--- config.mk ---
export PLATFORM = sky130hd
export DESIGN_NAME = key_report_change_events
export DESIGN_NICKNAME = d
export VERILOG_FILES = /design/src/rtl/krce_pkg.sv /design/src/rtl/krce_cmp.sv /design/src/rtl/krce_out.sv /design/src/rtl/krce_ctrl.sv /design/src/rtl/key_report_change_events.sv
export SDC_FILE = /design/constraint.sdc
export NUM_CORES = 1
export LEC_CHECK = 0
export BUFFER_PORTS_ARGS = -buffer_cell sky130_fd_sc_hd__buf_2
export CAP_MARGIN = 20
export CORE_MARGIN = 8
export CORE_UTILIZATION = 65
export CTS_BUF_LIST = sky130_fd_sc_hd__clkbuf_8
export CTS_CLUSTER_SIZE = 24
export DETAILED_ROUTE_END_ITERATION = 16
export PLACE_DENSITY = 0.87
export SLEW_MARGIN = 15
export SYNTH_ARGS = -nofsm -noshare
export SYNTH_HDL_FRONTEND = slang
export SYNTH_SLANG_ARGS = --single-unit
export TNS_END_PERCENT = 30
--- constraint.sdc ---
create_clock -name i_clk -period 16.41 [get_ports i_clk]
set_input_delay 2.4615 -clock i_clk [delete_from_list [all_inputs] [get_ports i_clk]]
set_output_delay 2.4615 -clock i_clk [all_outputs]
set_load 0.05 [all_outputs]
--- src/rtl/krce_pkg.sv ---
`timescale 1ns / 1ps
// ----------------------------------------------------------------------------
// krce_pkg
// Shared types, widths and event codes for the key report change events block.
// ----------------------------------------------------------------------------
package krce_pkg;

    localparam int KEY_SLOTS     = 6;
    localparam int NUM_IN_FIELDS = 6;
    localparam int CODE_W        = 16;
    localparam int KIND_W        = 2;

    localparam int IDX_W = (KEY_SLOTS > 1) ? $clog2(KEY_SLOTS) : 1;
    localparam int CNT_W = $clog2(KEY_SLOTS + 1);
    localparam int EVT_W = $clog2(2 * KEY_SLOTS + 1);

    localparam logic [KIND_W-1:0] KIND_MOD_DOWN = 2'd0;
    localparam logic [KIND_W-1:0] KIND_PRESS    = 2'd1;
    localparam logic [KIND_W-1:0] KIND_RELEASE  = 2'd2;
    localparam logic [KIND_W-1:0] KIND_MOD_UP   = 2'd3;

    typedef logic [CODE_W-1:0] t_code;

    typedef struct packed {
        t_code code_slot0;
        t_code code_slot1;
        t_code code_slot2;
        t_code code_slot3;
        t_code code_slot4;
        t_code code_slot5;
    } t_report;

    typedef struct packed {
        logic [KIND_W-1:0] event_kind;
        t_code             key_code;
        logic              last_event;
    } t_event;

    typedef struct packed {
        logic   valid;
        t_event evt;
    } t_evt_req;

    typedef struct packed {
        logic eq;
        logic lt;
    } t_cmp_res;

endpackage

--- src/rtl/krce_cmp.sv ---
`timescale 1ns / 1ps
// ----------------------------------------------------------------------------
// krce_cmp
// Shared key code comparator, used by both the sort and the merge passes.
// ----------------------------------------------------------------------------
module krce_cmp (
    input  krce_pkg::t_code    i_a,
    input  krce_pkg::t_code    i_b,
    output krce_pkg::t_cmp_res o_res
);
    import krce_pkg::*;

    assign o_res.eq = (i_a == i_b);
    assign o_res.lt = (i_a < i_b);

endmodule

--- src/rtl/krce_out.sv ---
`timescale 1ns / 1ps
// ----------------------------------------------------------------------------
// krce_out
// Output register for event beats; frees the sequencer from the sink.
// ----------------------------------------------------------------------------
module krce_out (
    input  logic              i_clk,
    input  logic              i_rst_n,
    input  krce_pkg::t_evt_req i_req,
    output logic              o_free,
    output logic              o_valid,
    input  logic              i_ready,
    output krce_pkg::t_event  o_event
);
    import krce_pkg::*;

    logic   r_valid;
    t_event r_event;

    assign o_free  = !r_valid || i_ready;
    assign o_valid = r_valid;
    assign o_event = r_event;

    always_ff @(posedge i_clk) begin
        if (!i_rst_n) begin
            r_valid <= 1'b0;
        end else if (o_free) begin
            r_valid <= i_req.valid;
        end
    end

    always_ff @(posedge i_clk) begin
        if (o_free && i_req.valid) begin
            r_event <= i_req.evt;
        end
    end

endmodule

--- src/rtl/krce_ctrl.sv ---
`timescale 1ns / 1ps
// ----------------------------------------------------------------------------
// krce_ctrl
// Sequencer: insertion sort of the report, merge against the held set,
// then emission of modifier, press and release events one per beat.
// ----------------------------------------------------------------------------
module krce_ctrl (
    input  logic               i_clk,
    input  logic               i_rst_n,
    input  logic               i_start,
    input  krce_pkg::t_report  i_report,
    output logic               o_idle,
    output krce_pkg::t_evt_req o_req,
    input  logic               i_free
);
    import krce_pkg::*;

    localparam logic [2:0] S_IDLE   = 3'd0;
    localparam logic [2:0] S_SORT   = 3'd1;
    localparam logic [2:0] S_MERGE  = 3'd2;
    localparam logic [2:0] S_MODDN  = 3'd3;
    localparam logic [2:0] S_PRESS  = 3'd4;
    localparam logic [2:0] S_REL    = 3'd5;
    localparam logic [2:0] S_MODUP  = 3'd6;
    localparam logic [2:0] S_COMMIT = 3'd7;

    logic [2:0]           r_state, n_state;
    t_code                r_slot  [KEY_SLOTS];
    t_code                n_slot  [KEY_SLOTS];
    t_code                r_fresh [KEY_SLOTS];
    t_code                n_fresh [KEY_SLOTS];
    t_code                r_held  [KEY_SLOTS];
    t_code                n_held  [KEY_SLOTS];
    logic [KEY_SLOTS-1:0] r_new, n_new;
    logic [KEY_SLOTS-1:0] r_gone, n_gone;
    logic [CNT_W-1:0]     r_si, n_si;
    logic [CNT_W-1:0]     r_j, n_j;
    logic [CNT_W-1:0]     r_a, n_a;
    logic [CNT_W-1:0]     r_b, n_b;
    logic [CNT_W-1:0]     r_fcnt, n_fcnt;
    logic [CNT_W-1:0]     r_hcnt, n_hcnt;
    logic [EVT_W-1:0]     r_left, n_left;

    t_code    in_codes [NUM_IN_FIELDS];
    t_code    slot_in  [KEY_SLOTS];
    t_code    cur_code;
    t_code    cmp_a, cmp_b;
    t_cmp_res cmp_res;
    logic     mod_dn, mod_up, fire;

    assign in_codes[0] = i_report.code_slot0;
    assign in_codes[1] = i_report.code_slot1;
    assign in_codes[2] = i_report.code_slot2;
    assign in_codes[3] = i_report.code_slot3;
    assign in_codes[4] = i_report.code_slot4;
    assign in_codes[5] = i_report.code_slot5;

    for (genvar g = 0; g < KEY_SLOTS; g++) begin : g_slot
        if (g < NUM_IN_FIELDS) begin : g_used
            assign slot_in[g] = in_codes[g];
        end else begin : g_pad
            assign slot_in[g] = '0;
        end
    end

    assign o_idle   = (r_state == S_IDLE);
    assign cur_code = r_slot[r_si[IDX_W-1:0]];
    assign mod_dn   = (r_hcnt == '0) && (r_fcnt != '0);
    assign mod_up   = (r_hcnt != '0) && (r_fcnt == '0);
    assign fire     = o_req.valid && i_free;

    always_comb begin
        if (r_state == S_SORT) begin
            cmp_a = cur_code;
            cmp_b = r_fresh[r_j[IDX_W-1:0]];
        end else begin
            cmp_a = r_fresh[r_a[IDX_W-1:0]];
            cmp_b = r_held[r_b[IDX_W-1:0]];
        end
    end

    krce_cmp u_cmp (
        .i_a   (cmp_a),
        .i_b   (cmp_b),
        .o_res (cmp_res)
    );

    // emission request, one event per beat
    always_comb begin
        o_req                = '0;
        o_req.evt.last_event = (r_left == EVT_W'(1));
        case (r_state)
            S_MODDN: begin
                o_req.valid          = mod_dn;
                o_req.evt.event_kind = KIND_MOD_DOWN;
            end
            S_PRESS: begin
                o_req.valid          = (r_a != r_fcnt) && r_new[r_a[IDX_W-1:0]];
                o_req.evt.event_kind = KIND_PRESS;
                o_req.evt.key_code   = r_fresh[r_a[IDX_W-1:0]];
            end
            S_REL: begin
                o_req.valid          = (r_b != r_hcnt) && r_gone[r_b[IDX_W-1:0]];
                o_req.evt.event_kind = KIND_RELEASE;
                o_req.evt.key_code   = r_held[r_b[IDX_W-1:0]];
            end
            S_MODUP: begin
                o_req.valid          = mod_up;
                o_req.evt.event_kind = KIND_MOD_UP;
            end
            default: begin
                o_req.valid = 1'b0;
            end
        endcase
    end

    always_comb begin
        n_state = r_state;
        n_slot  = r_slot;
        n_fresh = r_fresh;
        n_held  = r_held;
        n_new   = r_new;
        n_gone  = r_gone;
        n_si    = r_si;
        n_j     = r_j;
        n_a     = r_a;
        n_b     = r_b;
        n_fcnt  = r_fcnt;
        n_hcnt  = r_hcnt;
        n_left  = r_left;
        if (fire) begin
            n_left = r_left - EVT_W'(1);
        end
        case (r_state)
            S_IDLE: begin
                if (i_start) begin
                    n_slot  = slot_in;
                    n_si    = '0;
                    n_j     = '0;
                    n_fcnt  = '0;
                    n_state = S_SORT;
                end
            end
            S_SORT: begin
                if (r_si == CNT_W'(KEY_SLOTS)) begin
                    n_a     = '0;
                    n_b     = '0;
                    n_new   = '0;
                    n_gone  = '0;
                    n_left  = '0;
                    n_state = S_MERGE;
                end else if (cur_code == '0) begin
                    n_si = r_si + CNT_W'(1);
                    n_j  = '0;
                end else if (r_j == r_fcnt) begin
                    n_fresh[r_fcnt[IDX_W-1:0]] = cur_code;
                    n_fcnt = r_fcnt + CNT_W'(1);
                    n_si   = r_si + CNT_W'(1);
                    n_j    = '0;
                end else if (cmp_res.eq) begin
                    // repeated code, one key
                    n_si = r_si + CNT_W'(1);
                    n_j  = '0;
                end else if (cmp_res.lt) begin
                    for (int k = 1; k < KEY_SLOTS; k++) begin
                        if (CNT_W'(k) > r_j) begin
                            n_fresh[k] = r_fresh[k-1];
                        end
                    end
                    n_fresh[r_j[IDX_W-1:0]] = cur_code;
                    n_fcnt = r_fcnt + CNT_W'(1);
                    n_si   = r_si + CNT_W'(1);
                    n_j    = '0;
                end else begin
                    n_j = r_j + CNT_W'(1);
                end
            end
            S_MERGE: begin
                if ((r_a == r_fcnt) && (r_b == r_hcnt)) begin
                    n_left = r_left + EVT_W'(mod_dn) + EVT_W'(mod_up);
                    n_a    = '0;
                    n_b    = '0;
                    if ((r_left == '0) && !mod_dn && !mod_up) begin
                        n_state = S_COMMIT;
                    end else begin
                        n_state = S_MODDN;
                    end
                end else if (r_a == r_fcnt) begin
                    n_gone[r_b[IDX_W-1:0]] = 1'b1;
                    n_b    = r_b + CNT_W'(1);
                    n_left = r_left + EVT_W'(1);
                end else if (r_b == r_hcnt) begin
                    n_new[r_a[IDX_W-1:0]] = 1'b1;
                    n_a    = r_a + CNT_W'(1);
                    n_left = r_left + EVT_W'(1);
                end else if (cmp_res.eq) begin
                    n_a = r_a + CNT_W'(1);
                    n_b = r_b + CNT_W'(1);
                end else if (cmp_res.lt) begin
                    n_new[r_a[IDX_W-1:0]] = 1'b1;
                    n_a    = r_a + CNT_W'(1);
                    n_left = r_left + EVT_W'(1);
                end else begin
                    n_gone[r_b[IDX_W-1:0]] = 1'b1;
                    n_b    = r_b + CNT_W'(1);
                    n_left = r_left + EVT_W'(1);
                end
            end
            S_MODDN: begin
                if (!o_req.valid || i_free) begin
                    n_state = S_PRESS;
                end
            end
            S_PRESS: begin
                if (r_a == r_fcnt) begin
                    n_state = S_REL;
                end else if (!o_req.valid || i_free) begin
                    n_a = r_a + CNT_W'(1);
                end
            end
            S_REL: begin
                if (r_b == r_hcnt) begin
                    n_state = S_MODUP;
                end else if (!o_req.valid || i_free) begin
                    n_b = r_b + CNT_W'(1);
                end
            end
            S_MODUP: begin
                if (!o_req.valid || i_free) begin
                    n_state = S_COMMIT;
                end
            end
            S_COMMIT: begin
                for (int k = 0; k < KEY_SLOTS; k++) begin
                    n_held[k] = (CNT_W'(k) < r_fcnt) ? r_fresh[k] : '0;
                end
                n_hcnt  = r_fcnt;
                n_state = S_IDLE;
            end
            default: begin
                n_state = S_IDLE;
            end
        endcase
    end

    always_ff @(posedge i_clk) begin
        if (!i_rst_n) begin
            r_state <= S_IDLE;
            r_hcnt  <= '0;
            r_left  <= '0;
            for (int k = 0; k < KEY_SLOTS; k++) begin
                r_held[k] <= '0;
            end
        end else begin
            r_state <= n_state;
            r_hcnt  <= n_hcnt;
            r_left  <= n_left;
            r_held  <= n_held;
        end
    end

    always_ff @(posedge i_clk) begin
        r_slot  <= n_slot;
        r_fresh <= n_fresh;
        r_new   <= n_new;
        r_gone  <= n_gone;
        r_si    <= n_si;
        r_j     <= n_j;
        r_a     <= n_a;
        r_b     <= n_b;
        r_fcnt  <= n_fcnt;
    end

    a_fcnt_bound: assert property (@(posedge i_clk) disable iff (!i_rst_n)
        (r_state != S_IDLE) |-> (r_fcnt <= CNT_W'(KEY_SLOTS)))
        else $error("fresh set overflow");

    a_idle_drained: assert property (@(posedge i_clk) disable iff (!i_rst_n)
        (r_state == S_IDLE) |-> (r_left == '0))
        else $error("events outstanding while idle");

    a_press_code: assert property (@(posedge i_clk) disable iff (!i_rst_n)
        (o_req.valid && (r_state == S_PRESS)) |-> (o_req.evt.key_code != '0))
        else $error("press of empty code");

    a_merge_ptrs: assert property (@(posedge i_clk) disable iff (!i_rst_n)
        (r_state == S_MERGE) |-> ((r_a <= r_fcnt) && (r_b <= r_hcnt)))
        else $error("merge pointer past end");

    a_last_once: assert property (@(posedge i_clk) disable iff (!i_rst_n)
        (fire && o_req.evt.last_event) |=> (r_left == '0))
        else $error("events left after last beat");

endmodule

--- src/rtl/key_report_change_events.sv ---
`timescale 1ns / 1ps
// ----------------------------------------------------------------------------
// key_report_change_events
// Turns keyboard reports into modifier, press and release event beats.
// ----------------------------------------------------------------------------
// One report is taken at a time; o_ready is high only while the sequencer idles.
// A report keeps the block busy through an insertion sort and a merge, both on one
// shared comparator, then through emission and commit; output stalls lengthen it.
// Events leave one per beat, and the next report is not taken until the previous
// one has been committed.
// Reset (synchronous, active low) empties the held key set and the output.
module key_report_change_events (
    input  logic              i_clk,
    input  logic              i_rst_n,
    input  logic              i_valid,
    output logic              o_ready,
    input  krce_pkg::t_report i_report,
    output logic              o_valid,
    input  logic              i_ready,
    output krce_pkg::t_event  o_event
);
    import krce_pkg::*;

    t_evt_req req;
    logic     idle;
    logic     free;

    assign o_ready = idle;

    krce_ctrl u_ctrl (
        .i_clk    (i_clk),
        .i_rst_n  (i_rst_n),
        .i_start  (i_valid && idle),
        .i_report (i_report),
        .o_idle   (idle),
        .o_req    (req),
        .i_free   (free)
    );

    krce_out u_out (
        .i_clk   (i_clk),
        .i_rst_n (i_rst_n),
        .i_req   (req),
        .o_free  (free),
        .o_valid (o_valid),
        .i_ready (i_ready),
        .o_event (o_event)
    );

endmodule
==> flow_metrics.py <==
metrics = {
    "run_status": {
        "status": "finished clean",
    },
    "grt": {
        "globalRouteTotalUtil": 0.315,
        "grt_overflow_total": 0,
        "via_count_of_the_first_global_routing_pass": 13300,
        "grt_antenna_before_repair": 1,
        "first_pass_grt_wire_length_mm": 77.0,
        "grt_start_max_net_pins": 103,
    },
    "synthesis": {
        "synth_largest_type_area_fraction": 0.427,
        "post_synth_mux_area_share": 0.0765,
        "synth_enable_flop_cells": 238,
        "synth.lib_cells_used.distinct": 74,
        "async_reset_ff_frac": 0,
        "synth-seq-cells": 345,
        "synth_adder_area_share": 0.0236,
        "synth_xor_area_frac": 0.00837,
        "synthCells": 1531,
        "syn-cell-area_sq_mm": 0.0167,
        "synth_top_family_by_area": "compound AO/OA/AOI/OAI gates",
        "yosysSeqAreaShare": 0.555,
        "ys_top_cells_by_area": "sky130_fd_sc_hd__edfxtp_1, sky130_fd_sc_hd__dfxtp_1, sky130_fd_sc_hd__a22oi_1",
        "synth-compound-area-share": 0.173,
        "synth.yosys.warnings": 0,
        "simple_gate_fraction_of_synth_area": 0.132,
        "syn_area_per_cell_sq_um": 10.9,
        "synthFlopType": "sky130_fd_sc_hd__edfxtp_1",
        "synthesis.nets": 1662,
        "synth_top_cell_by_area": "sky130_fd_sc_hd__edfxtp_1",
    },
    "power": {
        "ir_drop_v": 0.0000968,
        "total_power_per_unit_cell_area_mw_per_mm2": 137,
        "part_of_the_power_in_combinational_logic": 0.271,
        "static-leakage-power_nw": 6.62,
        "clkPwrFrac": 0.281,
        "switching_share": 0.350,
        "seq_power_share": 0.448,
        "internal_power_mw": 1.67,
        "power.switching_mw": 0.896,
    },
    "placed_design": {
        "finalWeightedCongestion": 0.936,
        "dpl-instance-area_sq_mm": 0.0176,
        "dp_hpwl_mm": 34.1,
        "port_buffers": 120,
    },
    "setup_path": {
        "end_kind": "register",
        "worst-r2r-setup-slack_ns": 10.90,
        "worst_r2r_endpoint": "u_ctrl.r_fresh[26]",
        "timing.setup.critical_path_class": "register to register",
        "timing.critical_path.fanout_max": 17,
        "arrival_time_reported_for_the_critical_path_endpoint_ns": 5.76,
        "setup.worst_path.start_class": "register",
        "rr_startpoint": "u_ctrl.r_si[2]",
        "worst-endpoint-required_ns": 16.66,
        "reg2regPathDepth": 12,
    },
    "sta": {
        "hold_viol": 0,
        "drv_slew": 0,
        "timing.final.setup_violations": 0,
        "timing.setup.tns_ns": 0,
        "rsz0062_at_grt": "no",
        "fin_crit_ns": 5.51,
        "timing.fmax_mhz": 182,
        "min_period_over_period": 0.336,
        "max-slew-margin-rel": 0.237,
        "timing_worst_slew_pin_value_ns": 1.14,
        "fin_worst_skew_ns": 0.0339,
    },
    "clock_network": {
        "tritoncts.num_buffers": 55,
        "clkSlewWorstSetupHoldPaths_ns": 0.06,
        "cts.path.max_buffers": 3,
        "ctsRootBufferMaster": "sky130_fd_sc_hd__clkbuf_8",
        "numClockSinks": 345,
        "worst_skew_pair.late_latency_ns": 0.60,
        "tritoncts": "built",
        "postCtsResizedCells": 0,
        "cts_hold_buffers": 0,
        "post_cts.repair.setup_buffers": 0,
        "htree_levels": 2,
    },
    "final_layout": {
        "final_common_cell": "sky130_fd_sc_hd__edfxtp_1",
        "syn2layout_area_growth_pct": 11.8,
        "fin_nets": 1760,
        "fillers": 1718,
        "drive_gt1_frac": 0.174,
        "final_design_area_no_fill_sq_mm": 0.0187,
        "antenna-diode-count": 0,
        "mostFrequentLayoutCells": "sky130_fd_sc_hd__edfxtp_1, sky130_fd_sc_hd__nand2_1, sky130_fd_sc_hd__nor2_1, sky130_fd_sc_hd__a22oi_1, sky130_fd_sc_hd__buf_2",
    },
    "die": {
        "std_cell_rows": 58,
        "start_util": 0.663,
        "chipHeight_microns": 176,
        "die_w_microns": 176,
        "area_of_the_core_sq_mm": 0.0253,
        "io-pin-count": 121,
        "floorplan.die_area_sq_mm": 0.0312,
    },
    "detailed_routing": {
        "vias": 13700,
        "drt-vias-per-instance": 6.85,
        "ant_nets": 0,
        "route.detailed.drc": 0,
        "route.final.wire_length_mm": 49.8,
        "dr.first_iter.drc_count": 2247,
        "drt-wirelength-per-cell_microns": 24.8,
        "detail_route.first_pass.iterations": 9,
    },
    "hold_path": {
        "holdCritStartpoint": "u_ctrl.r_held[0]",
        "worstHoldEndpoint": "u_ctrl.r_held[0]",
        "min_path_type": "register to register",
        "min_path_cells": 2,
    },
    "job": {
        "maxCapViolations": 0,
    },
}
-- worst max path at each step --
stage                        start                  to  slack, ns  cells after the start
floorplan                  i_valid    u_ctrl.r_fcnt[0]      10.60                      3
global placement    u_ctrl.r_si[2]  u_ctrl.r_fresh[26]      11.43                     11
detailed placement  u_ctrl.r_si[2]  u_ctrl.r_fresh[26]      11.14                     12
CTS                 u_ctrl.r_si[2]  u_ctrl.r_fresh[28]      11.07                     12
global route        u_ctrl.r_si[2]  u_ctrl.r_fresh[28]      10.66                     12
finish              u_ctrl.r_si[2]  u_ctrl.r_fresh[26]      10.90                     12
-- stage by stage --
step / cells / power, mW / hold WS, ns / utilization / worst slack, ns
after floorplan: 1531 / 1.60 / 0.432 / - / 10.60
after global placement: 1902 / 1.80 / 0.438 / 0.699 / 11.43
after detailed placement: 1902 / 1.83 / 0.444 / 0.699 / 11.14
after CTS: 2003 / 2.54 / 0.451 / 0.741 / 11.07
after global routing: 2003 / 2.66 / 0.464 / 0.741 / 10.66
final: 2003 / 2.56 / 0.449 / 0.741 / 10.90
-- registers in the layout (all words and copies together) (netlist names), 4 cells and up --
name,cells
u_ctrl.r_slot,96
u_ctrl.r_gone,6
u_ctrl.r_held,96
u_ctrl.r_fresh,96
u_ctrl.r_new,6
u_out.o_event,19
u_ctrl.r_left,4
-- kinds of logic (layout without fill, tap and decap cells) --
| kind of cell | Yosys count | in the layout |
|---|---|---|
| AOI/OAI and AO/OA | 433 | 433 |
| xor gates and xnor gates | 16 | 16 |
| adders and majority gates | 31 | 31 |
| buffers and inverters | 130 | 272 |
| DFF | 345 | 345 |
| muxes | 92 | 92 |
| and+or+nand+nor | 484 | 484 |
-- worst max-delay path, stage by stage (launching register included) --
cell	delay, ns
sky130_fd_sc_hd__edfxtp_1	0.54
sky130_fd_sc_hd__clkinv_1	0.50
sky130_fd_sc_hd__nor2_1	0.99
sky130_fd_sc_hd__a22oi_1	0.42
sky130_fd_sc_hd__mux2i_1	0.28
sky130_fd_sc_hd__ha_1	0.27
sky130_fd_sc_hd__a21o_1	0.16
sky130_fd_sc_hd__a21oi_1	0.13
sky130_fd_sc_hd__o21ai_0	0.17
sky130_fd_sc_hd__a2111oi_4	0.64
sky130_fd_sc_hd__a21oi_1	0.37
sky130_fd_sc_hd__nor4_2	0.36
sky130_fd_sc_hd__buf_4	0.33
-- power groups by stage --
| stage | Clock [mW] | Sequential (mW) | Combinational, mW |
|---|---|---|---|
| floorplan | 0 | 1.11 | 0.489 |
| global placement | 0 | 1.15 | 0.657 |
| detailed placement | 0 | 1.15 | 0.675 |
| CTS | 0.723 | 1.14 | 0.681 |
| global route | 0.760 | 1.15 | 0.750 |
| finish | 0.720 | 1.15 | 0.695 |
-- synth_stat cells, types with 9 or more instances --
master	count
sky130_fd_sc_hd__and3_1	9
sky130_fd_sc_hd__nand3_1	60
sky130_fd_sc_hd__nor4_1	16
sky130_fd_sc_hd__nor2b_1	10
sky130_fd_sc_hd__nand2_1	186
sky130_fd_sc_hd__a221oi_1	31
sky130_fd_sc_hd__a22oi_1	122
sky130_fd_sc_hd__xnor2_1	13
sky130_fd_sc_hd__dfxtp_1	107
sky130_fd_sc_hd__mux2_2	23
sky130_fd_sc_hd__buf_2	16
sky130_fd_sc_hd__nor2_1	138
sky130_fd_sc_hd__a22o_1	10
sky130_fd_sc_hd__edfxtp_1	238
sky130_fd_sc_hd__clkbuf_1	83
sky130_fd_sc_hd__ha_1	30
sky130_fd_sc_hd__nor3_1	15
sky130_fd_sc_hd__mux2i_1	47
sky130_fd_sc_hd__a221o_1	10
sky130_fd_sc_hd__o22ai_1	19
sky130_fd_sc_hd__a21oi_1	84
sky130_fd_sc_hd__o21ai_0	105
sky130_fd_sc_hd__inv_1	15
sky130_fd_sc_hd__mux4_1	15
-- final cells by class --
class	count	area [sq um]	share of cell area
flip-flops and latches	345	9290	0.496
multi-input cells	1056	7030	0.376
clock buffers	62	853	0.0456
repair buffers	152	841	0.0449
well taps	330	413	0.0221
clock inverters	39	220	0.0118
inverters	19	71.3	0.00381
-- layer usage --
metal | global-route usage | vias to the layer above | routed length [microns] | part of all wire
met5 | 0 | - | 37 | 0.00074
met4 | 0.0960 | 2 | 1290 | 0.026
met3 | 0.104 | 131 | 7440 | 0.15
met2 | 0.467 | 1129 | 21600 | 0.43
li1 | - | 6039 | - | -
met1 | 0.437 | 6426 | 19400 | 0.39
Note: power is estimated with default switching activity, not from simulation.
